**src/osvf_pkg.sv**
```systemverilog
// ---------------------------------------------------------------------------
// osvf_pkg: shared types and constants of the decaying oscillator filter core
// Holds widths, register indexes, selector codes, divider interface structs
// and the 32-bit saturation helper.
// ---------------------------------------------------------------------------
package osvf_pkg;

	// filter cascade depth and stage index width
	localparam int STAGES = 4;
	localparam int STG_W  = (STAGES > 1) ? $clog2(STAGES) : 1;

	// configuration port
	localparam int CFG_IDX_W  = 3;
	localparam int CFG_DATA_W = 23;

	localparam logic [CFG_IDX_W-1:0] REG_WAVE     = 3'd0;
	localparam logic [CFG_IDX_W-1:0] REG_FILTER   = 3'd1;
	localparam logic [CFG_IDX_W-1:0] REG_CUTOFF   = 3'd2;
	localparam logic [CFG_IDX_W-1:0] REG_DAMPING  = 3'd3;
	localparam logic [CFG_IDX_W-1:0] REG_STEP     = 3'd4;
	localparam logic [CFG_IDX_W-1:0] REG_NOTE_LEN = 3'd5;

	// waveform and filter tap codes
	localparam logic [1:0] WAVE_SAW    = 2'd0;
	localparam logic [1:0] WAVE_SQUARE = 2'd1;
	localparam logic [1:0] WAVE_TRI    = 2'd2;

	localparam logic [1:0] FILT_LOW  = 2'd0;
	localparam logic [1:0] FILT_BAND = 2'd1;
	localparam logic [1:0] FILT_HIGH = 2'd2;

	// envelope ratio, Q1.16
	localparam int RATIO_W   = 17;
	localparam int LEN_W     = 16;
	localparam int DIV_STEPS = 16;
	localparam int DIV_CNT_W = 4;
	localparam logic [RATIO_W-1:0] RATIO_ONE = 17'h10000;

	typedef struct packed {
		logic             start;
		logic [LEN_W-1:0] pos;
		logic [LEN_W-1:0] len;
	} div_req_t;

	typedef struct packed {
		logic               done;
		logic [RATIO_W-1:0] ratio;
	} div_rsp_t;

	// clamp to the signed 32-bit range
	function automatic logic signed [31:0] sat32(input logic signed [37:0] x);
		logic signed [31:0] r;
		if (x > 38'sd2147483647) begin
			r = 32'sh7FFFFFFF;
		end else if (x < -38'sd2147483648) begin
			r = 32'sh80000000;
		end else begin
			r = x[31:0];
		end
		return r;
	endfunction

endpackage

```
**src/osvf_env_div.sv**
```systemverilog
// ---------------------------------------------------------------------------
// osvf_env_div: envelope ratio divider
// Radix-2 restoring divider giving floor(pos * 2^16 / len), capped at 1.0; zero when len is zero.
// ---------------------------------------------------------------------------
module osvf_env_div (
	input  logic               clk,
	input  logic               arst_n,
	input  osvf_pkg::div_req_t req,
	output osvf_pkg::div_rsp_t rsp
);
	import osvf_pkg::*;

	logic                 busy_q;
	logic                 done_q;
	logic [DIV_CNT_W-1:0] cnt_q;
	logic [LEN_W-1:0]     rem_q;
	logic [LEN_W-1:0]     quo_q;
	logic [RATIO_W-1:0]   ratio_q;
	logic [LEN_W:0]       rem_sh;
	logic                 qbit;

	// one quotient bit per cycle
	assign rem_sh = {rem_q, 1'b0};
	assign qbit   = (rem_sh >= {1'b0, req.len});

	always_ff @(posedge clk or negedge arst_n) begin
		if (!arst_n) begin
			busy_q <= 1'b0;
			done_q <= 1'b0;
			cnt_q  <= '0;
		end else begin
			done_q <= 1'b0;
			if (req.start) begin
				if (req.len == '0 || req.pos >= req.len) begin
					done_q <= 1'b1;
				end else begin
					busy_q <= 1'b1;
					cnt_q  <= '0;
				end
			end else if (busy_q) begin
				cnt_q <= cnt_q + 1'b1;
				if (cnt_q == DIV_CNT_W'(DIV_STEPS - 1)) begin
					busy_q <= 1'b0;
					done_q <= 1'b1;
				end
			end
		end
	end

	always_ff @(posedge clk) begin
		if (req.start) begin
			rem_q <= req.pos;
			quo_q <= '0;
			if (req.len == '0) begin
				ratio_q <= '0;
			end else if (req.pos >= req.len) begin
				ratio_q <= RATIO_ONE;
			end
		end else if (busy_q) begin
			rem_q <= qbit ? LEN_W'(rem_sh - {1'b0, req.len}) : rem_sh[LEN_W-1:0];
			quo_q <= {quo_q[LEN_W-2:0], qbit};
			if (cnt_q == DIV_CNT_W'(DIV_STEPS - 1)) begin
				ratio_q <= {1'b0, quo_q[LEN_W-2:0], qbit};
			end
		end
	end

	assign rsp.done  = done_q;
	assign rsp.ratio = ratio_q;

endmodule

```
**src/osc_env_cascaded_svf_core.sv**
```systemverilog
// ---------------------------------------------------------------------------
// osc_env_cascaded_svf_core: decaying oscillator through cascaded SVF stages
// One sample per input transaction: saw/square/triangle oscillator, squared
// decay envelope, a cascade of Chamberlin state-variable filter stages kept
// in a small synchronous memory, and a clamped 16-bit output.
// ---------------------------------------------------------------------------
//
//  channel  | handshake             | payload
//  ---------+-----------------------+-------------------------------------
//  config   | cfg_wr_en             | cfg_index[2:0], cfg_data[22:0]
//  input    | in_valid / in_ready   | restart_note
//  output   | out_valid / out_ready | audio_out[15:0] signed, note_last
//
//  The sample time is set by the 16-step envelope divider and the single
//  shared 33x18 multiplier, used three times per filter stage; the divider
//  steps are skipped when the note length is zero or the envelope position
//  is at/over it.
//  Reset: arst_n clears control, envelope and per-stage valid bits, sets
//  config, phase to defaults; invalid stage rows read as zero, so no sweep.
//  Stalls: the output register holds a result while out_ready is low; the
//  next sample is accepted meanwhile and waits in its last state until the
//  output register frees.
// ---------------------------------------------------------------------------
module osc_env_cascaded_svf_core (
	input  logic                               clk,
	input  logic                               arst_n,
	// configuration writes
	input  logic                               cfg_wr_en,
	input  logic [osvf_pkg::CFG_IDX_W-1:0]     cfg_index,
	input  logic [osvf_pkg::CFG_DATA_W-1:0]    cfg_data,
	// sample request
	input  logic                               in_valid,
	output logic                               in_ready,
	input  logic                               restart_note,
	// sample result
	output logic                               out_valid,
	input  logic                               out_ready,
	output logic signed [15:0]                 audio_out,
	output logic                               note_last
);
	import osvf_pkg::*;

	// sequencer states
	localparam logic [3:0] ST_IDLE = 4'd0;
	localparam logic [3:0] ST_DIV  = 4'd1;
	localparam logic [3:0] ST_SQR  = 4'd2;
	localparam logic [3:0] ST_VOL  = 4'd3;
	localparam logic [3:0] ST_OM   = 4'd4;
	localparam logic [3:0] ST_OS   = 4'd5;
	localparam logic [3:0] ST_RD   = 4'd6;
	localparam logic [3:0] ST_LD   = 4'd7;
	localparam logic [3:0] ST_HI   = 4'd8;
	localparam logic [3:0] ST_M2   = 4'd9;
	localparam logic [3:0] ST_BD   = 4'd10;
	localparam logic [3:0] ST_M3   = 4'd11;
	localparam logic [3:0] ST_LO   = 4'd12;
	localparam logic [3:0] ST_FIN  = 4'd13;

	// configuration registers
	logic [1:0]             wave_q;
	logic [1:0]             filt_q;
	logic [15:0]            cutoff_q;
	logic [15:0]            damping_q;
	logic [CFG_DATA_W-1:0]  step_q;
	logic [LEN_W-1:0]       note_len_q;

	// oscillator and envelope state
	logic signed [23:0]     osc_phase_q;
	logic [LEN_W-1:0]       env_pos_q;
	logic                   last_q;

	// sequencer and working registers
	logic [3:0]             state_q;
	logic [STG_W-1:0]       stg_q;
	logic [RATIO_W-1:0]     ratio_q;
	logic [RATIO_W-1:0]     vol_q;
	logic signed [31:0]     s_q;
	logic signed [31:0]     low_q;
	logic signed [31:0]     band_q;
	logic signed [31:0]     high_q;
	logic signed [50:0]     mul_q;

	// stage state memory: one row of {low, band} per stage
	logic [63:0]            stmem [STAGES];
	logic [63:0]            rd_data_q;
	logic                   rd_vld_q;
	logic [STAGES-1:0]      row_vld_q;
	logic                   mem_we;
	logic [63:0]            mem_wdata;

	// output register
	logic                   out_valid_q;
	logic signed [15:0]     audio_q;
	logic                   note_last_q;

	// combinational helpers
	logic                   accept;
	logic [LEN_W-1:0]       pos_now;
	div_req_t               div_req;
	div_rsp_t               div_rsp;
	logic signed [32:0]     mul_a;
	logic signed [17:0]     mul_b;
	logic signed [25:0]     tri_t;
	logic [22:0]            step_sat;
	logic signed [24:0]     phase_sum;
	logic signed [24:0]     phase_next;
	logic [31:0]            sq_mag;
	logic signed [31:0]     sq_sample;
	logic signed [31:0]     low_rd;
	logic signed [31:0]     band_rd;
	logic signed [31:0]     high_new;
	logic signed [31:0]     band_new;
	logic signed [31:0]     low_new;
	logic signed [31:0]     stage_out;
	logic [46:0]            sc_prod;
	logic [22:0]            y_pos;
	logic signed [32:0]     s_ext;
	logic [32:0]            neg_mag;
	logic [23:0]            y_mag;
	logic signed [15:0]     y_out;
	logic                   out_free;

	assign accept   = in_valid && in_ready;
	assign in_ready = (state_q == ST_IDLE);
	assign out_free = !out_valid_q || out_ready;

	// a restart reloads the position before this sample uses it
	assign pos_now = restart_note ? note_len_q : env_pos_q;

	// envelope ratio divider
	assign div_req.start = accept;
	assign div_req.pos   = pos_now;
	assign div_req.len   = note_len_q;

	osvf_env_div u_div (
		.clk    (clk),
		.arst_n (arst_n),
		.req    (div_req),
		.rsp    (div_rsp)
	);

	// configuration writes; the host must write only while no sample is in flight (not enforced)
	always_ff @(posedge clk or negedge arst_n) begin
		if (!arst_n) begin
			wave_q     <= WAVE_SQUARE;
			filt_q     <= FILT_LOW;
			cutoff_q   <= 16'd32768;
			damping_q  <= 16'd16384;
			step_q     <= '0;
			note_len_q <= 16'd22050;
		end else if (cfg_wr_en) begin
			case (cfg_index)
				REG_WAVE:     wave_q     <= cfg_data[1:0];
				REG_FILTER:   filt_q     <= cfg_data[1:0];
				REG_CUTOFF:   cutoff_q   <= cfg_data[15:0];
				REG_DAMPING:  damping_q  <= cfg_data[15:0];
				REG_STEP:     step_q     <= cfg_data;
				REG_NOTE_LEN: note_len_q <= cfg_data[15:0];
				default: ;
			endcase
		end
	end

	// triangle fold: past +/-0.5, subtract the phase from +/-0.5
	always_comb begin
		if (osc_phase_q > 24'sd2097152) begin
			tri_t = 26'sd2097152 - 26'(osc_phase_q);
		end else if (osc_phase_q < -24'sd2097152) begin
			tri_t = -26'sd2097152 - 26'(osc_phase_q);
		end else begin
			tri_t = 26'(osc_phase_q);
		end
	end

	// phase advance: clamp the step to 1.0, wrap by -2.0 past +1.0
	assign step_sat  = (step_q > 23'd4194304) ? 23'd4194304 : step_q;
	assign phase_sum = 25'(osc_phase_q) + $signed({2'b00, step_sat});
	assign phase_next = (phase_sum > 25'sd4194304) ? (phase_sum - 25'sd8388608) : phase_sum;

	// square: +vol or -vol moved to Q7.24
	assign sq_mag    = {7'd0, vol_q, 8'd0};
	assign sq_sample = (osc_phase_q > 24'sd0) ? $signed(sq_mag) : -$signed(sq_mag);

	// shared multiplier operand select
	always_comb begin
		mul_a = '0;
		mul_b = '0;
		case (state_q)
			ST_SQR: begin
				mul_a = $signed({16'd0, ratio_q});
				mul_b = $signed({1'b0, ratio_q});
			end
			ST_OM: begin
				mul_a = (wave_q == WAVE_TRI) ? (33'(tri_t) <<< 1) : 33'(osc_phase_q);
				mul_b = $signed({1'b0, vol_q});
			end
			ST_LD: begin
				mul_a = 33'(band_rd);
				mul_b = $signed({2'b00, damping_q});
			end
			ST_M2: begin
				mul_a = 33'(high_q);
				mul_b = $signed({2'b00, cutoff_q});
			end
			ST_M3: begin
				mul_a = 33'(band_q);
				mul_b = $signed({2'b00, cutoff_q});
			end
			default: ;
		endcase
	end

	// widen both operands so the full product is kept
	always_ff @(posedge clk) begin
		mul_q <= 51'(mul_a) * 51'(mul_b);
	end

	// stage arithmetic; every shift of a product floors
	assign low_rd   = rd_vld_q ? $signed(rd_data_q[63:32]) : 32'sd0;
	assign band_rd  = rd_vld_q ? $signed(rd_data_q[31:0]) : 32'sd0;
	assign high_new = sat32(38'(s_q) - 38'($signed(mul_q[50:14])) - 38'(low_q));
	assign band_new = sat32(38'(band_q) + 38'($signed(mul_q[50:16])));
	assign low_new  = sat32(38'(low_q) + 38'($signed(mul_q[50:16])));

	always_comb begin
		case (filt_q)
			FILT_BAND: stage_out = band_q;
			FILT_HIGH: stage_out = high_q;
			default:   stage_out = low_new;
		endcase
	end

	assign mem_we    = (state_q == ST_LO);
	assign mem_wdata = {low_new, band_q};

	// stage memory: write back in ST_LO, read in ST_RD; a row is never read
	// again until the next sample, so no forwarding is needed
	always_ff @(posedge clk) begin
		if (mem_we) begin
			stmem[stg_q] <= mem_wdata;
		end
		if (state_q == ST_RD) begin
			rd_data_q <= stmem[stg_q];
		end
	end

	always_ff @(posedge clk or negedge arst_n) begin
		if (!arst_n) begin
			row_vld_q <= '0;
			rd_vld_q  <= 1'b0;
		end else begin
			if (mem_we) begin
				row_vld_q[stg_q] <= 1'b1;
			end
			if (state_q == ST_RD) begin
				rd_vld_q <= row_vld_q[stg_q];
			end
		end
	end

	// output scaling: positive by 32767/2^24, otherwise by 1/512, toward zero
	assign sc_prod = ({16'd0, s_q[30:0]} << 15) - {16'd0, s_q[30:0]};
	assign y_pos   = sc_prod[46:24];
	assign s_ext   = 33'(s_q);
	assign neg_mag = -s_ext;
	assign y_mag   = neg_mag[32:9];

	always_comb begin
		if (s_q > 32'sd0) begin
			y_out = (y_pos > 23'd32767) ? 16'sh7FFF : $signed(y_pos[15:0]);
		end else begin
			y_out = (y_mag >= 24'd32768) ? 16'sh8000 : -$signed(y_mag[15:0]);
		end
	end

	// sequencer
	always_ff @(posedge clk or negedge arst_n) begin
		if (!arst_n) begin
			state_q     <= ST_IDLE;
			stg_q       <= '0;
			osc_phase_q <= -24'sd4194304;
			env_pos_q   <= '0;
			last_q      <= 1'b0;
			out_valid_q <= 1'b0;
		end else begin
			// load a finished sample, or drop the one just taken
			if (state_q == ST_FIN && out_free) begin
				out_valid_q <= 1'b1;
			end else if (out_ready) begin
				out_valid_q <= 1'b0;
			end
			case (state_q)
				ST_IDLE: begin
					if (accept) begin
						// count the envelope down, hold at zero
						env_pos_q <= (pos_now != '0) ? pos_now - 1'b1 : '0;
						last_q    <= (pos_now == LEN_W'(1));
						state_q   <= ST_DIV;
					end
				end
				ST_DIV: begin
					if (div_rsp.done) begin
						state_q <= ST_SQR;
					end
				end
				ST_SQR: state_q <= ST_VOL;
				ST_VOL: state_q <= ST_OM;
				ST_OM: begin
					// the multiplier has captured the old phase; advance it
					osc_phase_q <= phase_next[23:0];
					state_q     <= ST_OS;
				end
				ST_OS: begin
					stg_q   <= '0;
					state_q <= ST_RD;
				end
				ST_RD: state_q <= ST_LD;
				ST_LD: state_q <= ST_HI;
				ST_HI: state_q <= ST_M2;
				ST_M2: state_q <= ST_BD;
				ST_BD: state_q <= ST_M3;
				ST_M3: state_q <= ST_LO;
				ST_LO: begin
					if (stg_q == STG_W'(STAGES - 1)) begin
						state_q <= ST_FIN;
					end else begin
						stg_q   <= stg_q + 1'b1;
						state_q <= ST_RD;
					end
				end
				ST_FIN: begin
					// hold until the output register frees
					if (out_free) begin
						state_q <= ST_IDLE;
					end
				end
				default: state_q <= ST_IDLE;
			endcase
		end
	end

	// datapath registers
	always_ff @(posedge clk) begin
		case (state_q)
			ST_DIV: begin
				if (div_rsp.done) begin
					ratio_q <= div_rsp.ratio;
				end
			end
			ST_VOL: vol_q <= mul_q[32:16];
			ST_OM: begin
				s_q <= (wave_q == WAVE_SQUARE) ? sq_sample : 32'sd0;
			end
			ST_OS: begin
				if (wave_q == WAVE_SAW || wave_q == WAVE_TRI) begin
					s_q <= $signed(mul_q[45:14]);
				end
			end
			ST_LD: begin
				low_q  <= low_rd;
				band_q <= band_rd;
			end
			ST_HI: high_q <= high_new;
			ST_BD: band_q <= band_new;
			ST_LO: begin
				low_q <= low_new;
				s_q   <= stage_out;
			end
			ST_FIN: begin
				if (out_free) begin
					audio_q     <= y_out;
					note_last_q <= last_q;
				end
			end
			default: ;
		endcase
	end

	assign out_valid = out_valid_q;
	assign audio_out = audio_q;
	assign note_last = note_last_q;

	// checks
	a_ratio_cap: assert property (@(posedge clk) disable iff (!arst_n)
		div_rsp.done |-> div_rsp.ratio <= RATIO_ONE)
		else $error("envelope ratio above 1.0");

	a_vol_cap: assert property (@(posedge clk) disable iff (!arst_n)
		state_q == ST_VOL |=> vol_q <= RATIO_ONE)
		else $error("volume above 1.0");

	a_phase_range: assert property (@(posedge clk) disable iff (!arst_n)
		osc_phase_q <= 24'sd4194304 && osc_phase_q >= -24'sd4194304)
		else $error("oscillator phase out of range");

	a_stage_idx: assert property (@(posedge clk) disable iff (!arst_n)
		state_q == ST_FIN |-> stg_q == STG_W'(STAGES - 1))
		else $error("cascade finished early");

endmodule

```
**config.mk**
```make
export PLATFORM = sky130hd
export DESIGN_NAME = osc_env_cascaded_svf_core
export DESIGN_NICKNAME = d
export VERILOG_FILES = /design/src/osvf_pkg.sv /design/src/osvf_env_div.sv /design/src/osc_env_cascaded_svf_core.sv
export SDC_FILE = /design/constraint.sdc
export NUM_CORES = 2
export LEC_CHECK = 0
export CELL_PAD_IN_SITES_DETAIL_PLACEMENT = 1
export CELL_PAD_IN_SITES_GLOBAL_PLACEMENT = 2
export CORE_ASPECT_RATIO = 0.75
export CORE_MARGIN = 2
export CORE_UTILIZATION = 40
export DETAILED_ROUTE_END_ITERATION = 10
export DONT_BUFFER_PORTS = 1
export GPL_TIMING_DRIVEN = 0
export PLACE_DENSITY = 0.72
export RECOVER_POWER = 100
export SLEW_MARGIN = 20
export SYNTH_ARGS = -nofsm -noshare
export SYNTH_HDL_FRONTEND = slang
export SYNTH_HIERARCHICAL = 1
export SYNTH_SLANG_ARGS = --single-unit
```
**constraint.sdc**
```tcl
create_clock -name clk -period 13.4 [get_ports clk]
set_input_delay 2.68 -clock clk [delete_from_list [all_inputs] [get_ports clk]]
set_output_delay 2.68 -clock clk [all_outputs]
set_load 0.1 [all_outputs]
```
==> flow_metrics.env <==
export IMPL_multi_input_area_sq_mm=0.0349
export IMPL_worstHoldEndpoint="ratio_q[14]"
export IMPL_ys_top_cells_by_area="sky130_fd_sc_hd__edfxtp_1 27%, sky130_fd_sc_hd__fa_1 19%, sky130_fd_sc_hd__ha_1 6.6%, sky130_fd_sc_hd__dfrtp_1 5.2%, sky130_fd_sc_hd__inv_1 5.1%"
export IMPL_port_buffer_cells=0
export IMPL_first_global_vias=47534
export IMPL_synth_yosys_seq_area_share=0.343
export IMPL_vdd_drop_max_mv=0.166
export IMPL_whs_path_depth=0
export IMPL_drtPass1Iterations=6
export IMPL_synthMostInstantiatedCell="sky130_fd_sc_hd__inv_1"
export IMPL_number_of_drc_violations_after_detailed_routing=0
export IMPL_detail_route_wirelength_um=233000
export IMPL_outcome="complete, but fails checks"
export IMPL_max_clock_freq_ghz=0.0813
export IMPL_grt_max_degree=135
export IMPL_cts_buffers_inserted=79
export IMPL_post_dp_hpwl_um=187000
export IMPL_min_path_type="reg -> reg"
export IMPL_cts_num_sinks=718
export IMPL_clk_latency_ps=700
export IMPL_grt_pass1_wl_um=339000
export IMPL_final_hold_violation_count=0
export IMPL_crit_required_ps=14000
export IMPL_cellPowerDensity_mw_per_mm2=235
export IMPL_cp_data_arrival_time_ps=12900
export IMPL_net_count_after_synthesis=6677
export IMPL_timing_setup_critical_path_class="reg -> reg"
export IMPL_area_of_the_core_sq_mm=0.147
export IMPL_cts_tree="yes"
export IMPL_post_synthesis_cells=5768
export IMPL_viasPerCell=5.84
export IMPL_post_synth_top_area_share=0.269
export IMPL_number_of_antenna_violations_at_the_first_check_in_global_routing=9
export IMPL_via_count=46383
export IMPL_postSynthRegisterBits=718
export IMPL_post_synth_cell_area_avg_sq_um=10.3
export IMPL_hold_path_startpoint="u_div/ratio_q[14]"
export IMPL_timing_reg2reg_setup_slack_ps=1100
export IMPL_tns_ps=0
export IMPL_layout_drive_gt1_share=0.0757
export IMPL_area_growth_syn_to_layout_pct=8.85
export IMPL_worst_slew_pin_slew_ps=2910
export IMPL_slew_violations=341
export IMPL_max_cap_violations=12
export IMPL_ys_top_cells_by_count="803 x sky130_fd_sc_hd__inv_1, 573 x sky130_fd_sc_hd__nand2_1, 564 x sky130_fd_sc_hd__fa_1"
export IMPL_synth_async_sr_flop_share=0.187
export IMPL_ctsHoldBuffers=0
export IMPL_timing_critical_path_fanout_max=10
export IMPL_dieWidth_um=449
export IMPL_num_io_pins=51
export IMPL_gp_congestion=0.961
export IMPL_max_clock_path_buffers=3
export IMPL_cpMostUsedCell="sky130_fd_sc_hd__fa_1"
export IMPL_die_h_um=338
export IMPL_gr_usage_all_layers=0.308
export IMPL_grt_overflow=0
export IMPL_cell_area_synth_sq_mm=0.0594
export IMPL_start_util=0.402
export IMPL_worst_setup_hold_path_clk_slew_ps=70
export IMPL_critical_path_max_stage_delay_ps=710
export IMPL_yosys_most_used_dff="sky130_fd_sc_hd__edfxtp_1"
export IMPL_footprint_of_the_flip_flops_and_latches_sq_mm=0.0204
export IMPL_cellLeakagePower_nw=26.7
export IMPL_totalPowerFinal_mw=15.2
export IMPL_drt_antenna_violating_nets=0
export IMPL_htree_levels=3
export IMPL_r2r_end="mul_q[50]"
export IMPL_critPathLaunchType="flop"
export IMPL_die_area_sq_mm=0.152
export IMPL_timing_final_crit_period_ps=12300
export IMPL_maxSlewHeadroom=-0.941
export IMPL_yosys_warnings=6
export IMPL_cts_resized=0
export IMPL_synth_edf_count=532
export IMPL_netlist_cell_type_count=116
export IMPL_finalSetupViolCount=0
export IMPL_fillerInstances=16408
export IMPL_detailedRoute_firstIterationViolations=4668
export IMPL_post_cts_setup_buffer_count=0
export IMPL_timing_clock_skew_ps=32.4
export IMPL_unrepaired_setup_endpoints_after_global_routing="no"
export IMPL_worst_path_max_delay_cell="sky130_fd_sc_hd__o21ai_0"
export IMPL_root_buffer="sky130_fd_sc_hd__clkbuf_16"
export IMPL_routedWlPerCell_um=29.4
export IMPL_fin_crit_sh=0.918
export IMPL_violations="max-capacitance violations, max-slew violations"
export IMPL_r2r_start="osc_phase_q[13]"
export IMPL_r2r_worst_path_cells=33
export IMPL_fin_nets=6789
export IMPL_timing_critical_path_to_type="flop"
export IMPL_rows=122
export IMPL_largest_area_contributor_in_the_netlist="sky130_fd_sc_hd__edfxtp_1"
-- power breakdown --
group          switching (mW)  internal [mW]
Clock                   0.999           1.23
Sequential              0.662           3.12
Combinational            6.13           3.06
Total                    7.79           7.41
-- cell type report --
class                           count  area share
Multi-Input combinational cell   3997       0.541
Sequential cell                   718       0.316
Inverter                          803      0.0467
Tap cell                         1984      0.0384
Clock buffer                       97      0.0331
Buffer                            250      0.0156
Clock inverter                     51     0.00691
Timing Repair Buffer               31     0.00283
Antenna cell                        5    0.000194
-- cell families (layout without fill, tap and decap cells) --
kind of cell,Yosys count,count (layout),share of synthesized area
AO/OA/AOI/OAI,1165,1165,0.134
XOR/XNOR,221,221,0.0326
adder cells (fa/ha/maj),877,877,0.256
buffers and inverters,1053,1232,0.0683
flip-flops,718,718,0.343
multiplexers,187,187,0.0474
other,0,5,0
AND/OR/NAND/NOR,1547,1547,0.118
-- per-layer routing --
metal	GRT usage	up-vias	wire length, um
li1	-	20072	-
met1	0.492	24222	114000
met2	0.421	1801	91800
met3	0.0628	280	21800
met4	0.0702	8	5330
met5	0	-	54
-- state kept, by name, summed over array words and instances, names as in the netlist, 23 cells and up --
register     count
mul_q           37
low_q           32
step_q          23
osc_phase_q     24
band_q          32
s_q             32
stmem          256
rd_data_q       64
high_q          32
-- layout by cell type (no fill, tap or decap), types with 46 or more instances in the layout --
master and n:
sky130_fd_sc_hd__ha_1 313, sky130_fd_sc_hd__nor2b_1 47, sky130_fd_sc_hd__o21a_1 46, sky130_fd_sc_hd__o31ai_1 46, sky130_fd_sc_hd__or2_2 47, sky130_fd_sc_hd__mux2_2 99
sky130_fd_sc_hd__nand2_1 573, sky130_fd_sc_hd__o21ai_0 191, sky130_fd_sc_hd__nor2_1 471, sky130_fd_sc_hd__dfxtp_1 52, sky130_fd_sc_hd__edfxtp_1 532, sky130_fd_sc_hd__dfrtp_1 123
sky130_fd_sc_hd__nor3_1 55, sky130_fd_sc_hd__nand3_1 87, sky130_fd_sc_hd__a21oi_1 309, sky130_fd_sc_hd__fa_1 564, sky130_fd_sc_hd__a21o_1 109, sky130_fd_sc_hd__inv_1 803
sky130_fd_sc_hd__clkbuf_1 255, sky130_fd_sc_hd__xnor2_1 132, sky130_fd_sc_hd__a211oi_1 62, sky130_fd_sc_hd__clkbuf_16 81, sky130_fd_sc_hd__mux4_2 65, sky130_fd_sc_hd__xor2_1 89
sky130_fd_sc_hd__nand2b_1 50
-- worst max-delay path, delay by kind of cell, from the launching register on --
family	cells	cell delay, ps
buffers and inverters	6	1180
adder cells (fa/ha/maj)	7	3490
AO/OA/AOI/OAI	13	4700
XOR/XNOR	2	300
flip-flops	1	530
AND/OR/NAND/NOR	5	1980
-- how the worst max path moves through the flow --
stage | from | endpoint | slack, ps | cells past startpoint
2_1_floorplan | osc_phase_q[13] | mul_q[50] | 4370 | 32
3_5_place_dp | osc_phase_q[14] | mul_q[50] | 1450 | 32
5_1_grt | osc_phase_q[13] | mul_q[50] | 660 | 33
3_3_place_gp | osc_phase_q[14] | mul_q[50] | 1480 | 32
4_1_cts | osc_phase_q[13] | mul_q[50] | 1400 | 32
6_report | osc_phase_q[13] | mul_q[50] | 1100 | 33
-- through the flow --
step | cells | util | setup slack (ps) | instance area [sq um] | hold slack (ps)
after floorplan | 5768 | - | 4370 | 59400 | 400
after global placement | 7752 | 0.419 | 1480 | 61800 | 402
after detailed placement | 7780 | 0.423 | 1450 | 62400 | 406
after CTS | 7928 | 0.440 | 1400 | 64900 | 409
after global routing | 7931 | 0.438 | 655 | 64600 | 413
final | 7936 | 0.438 | 1100 | 64600 | 416
(Power assumes the default switching activity.)
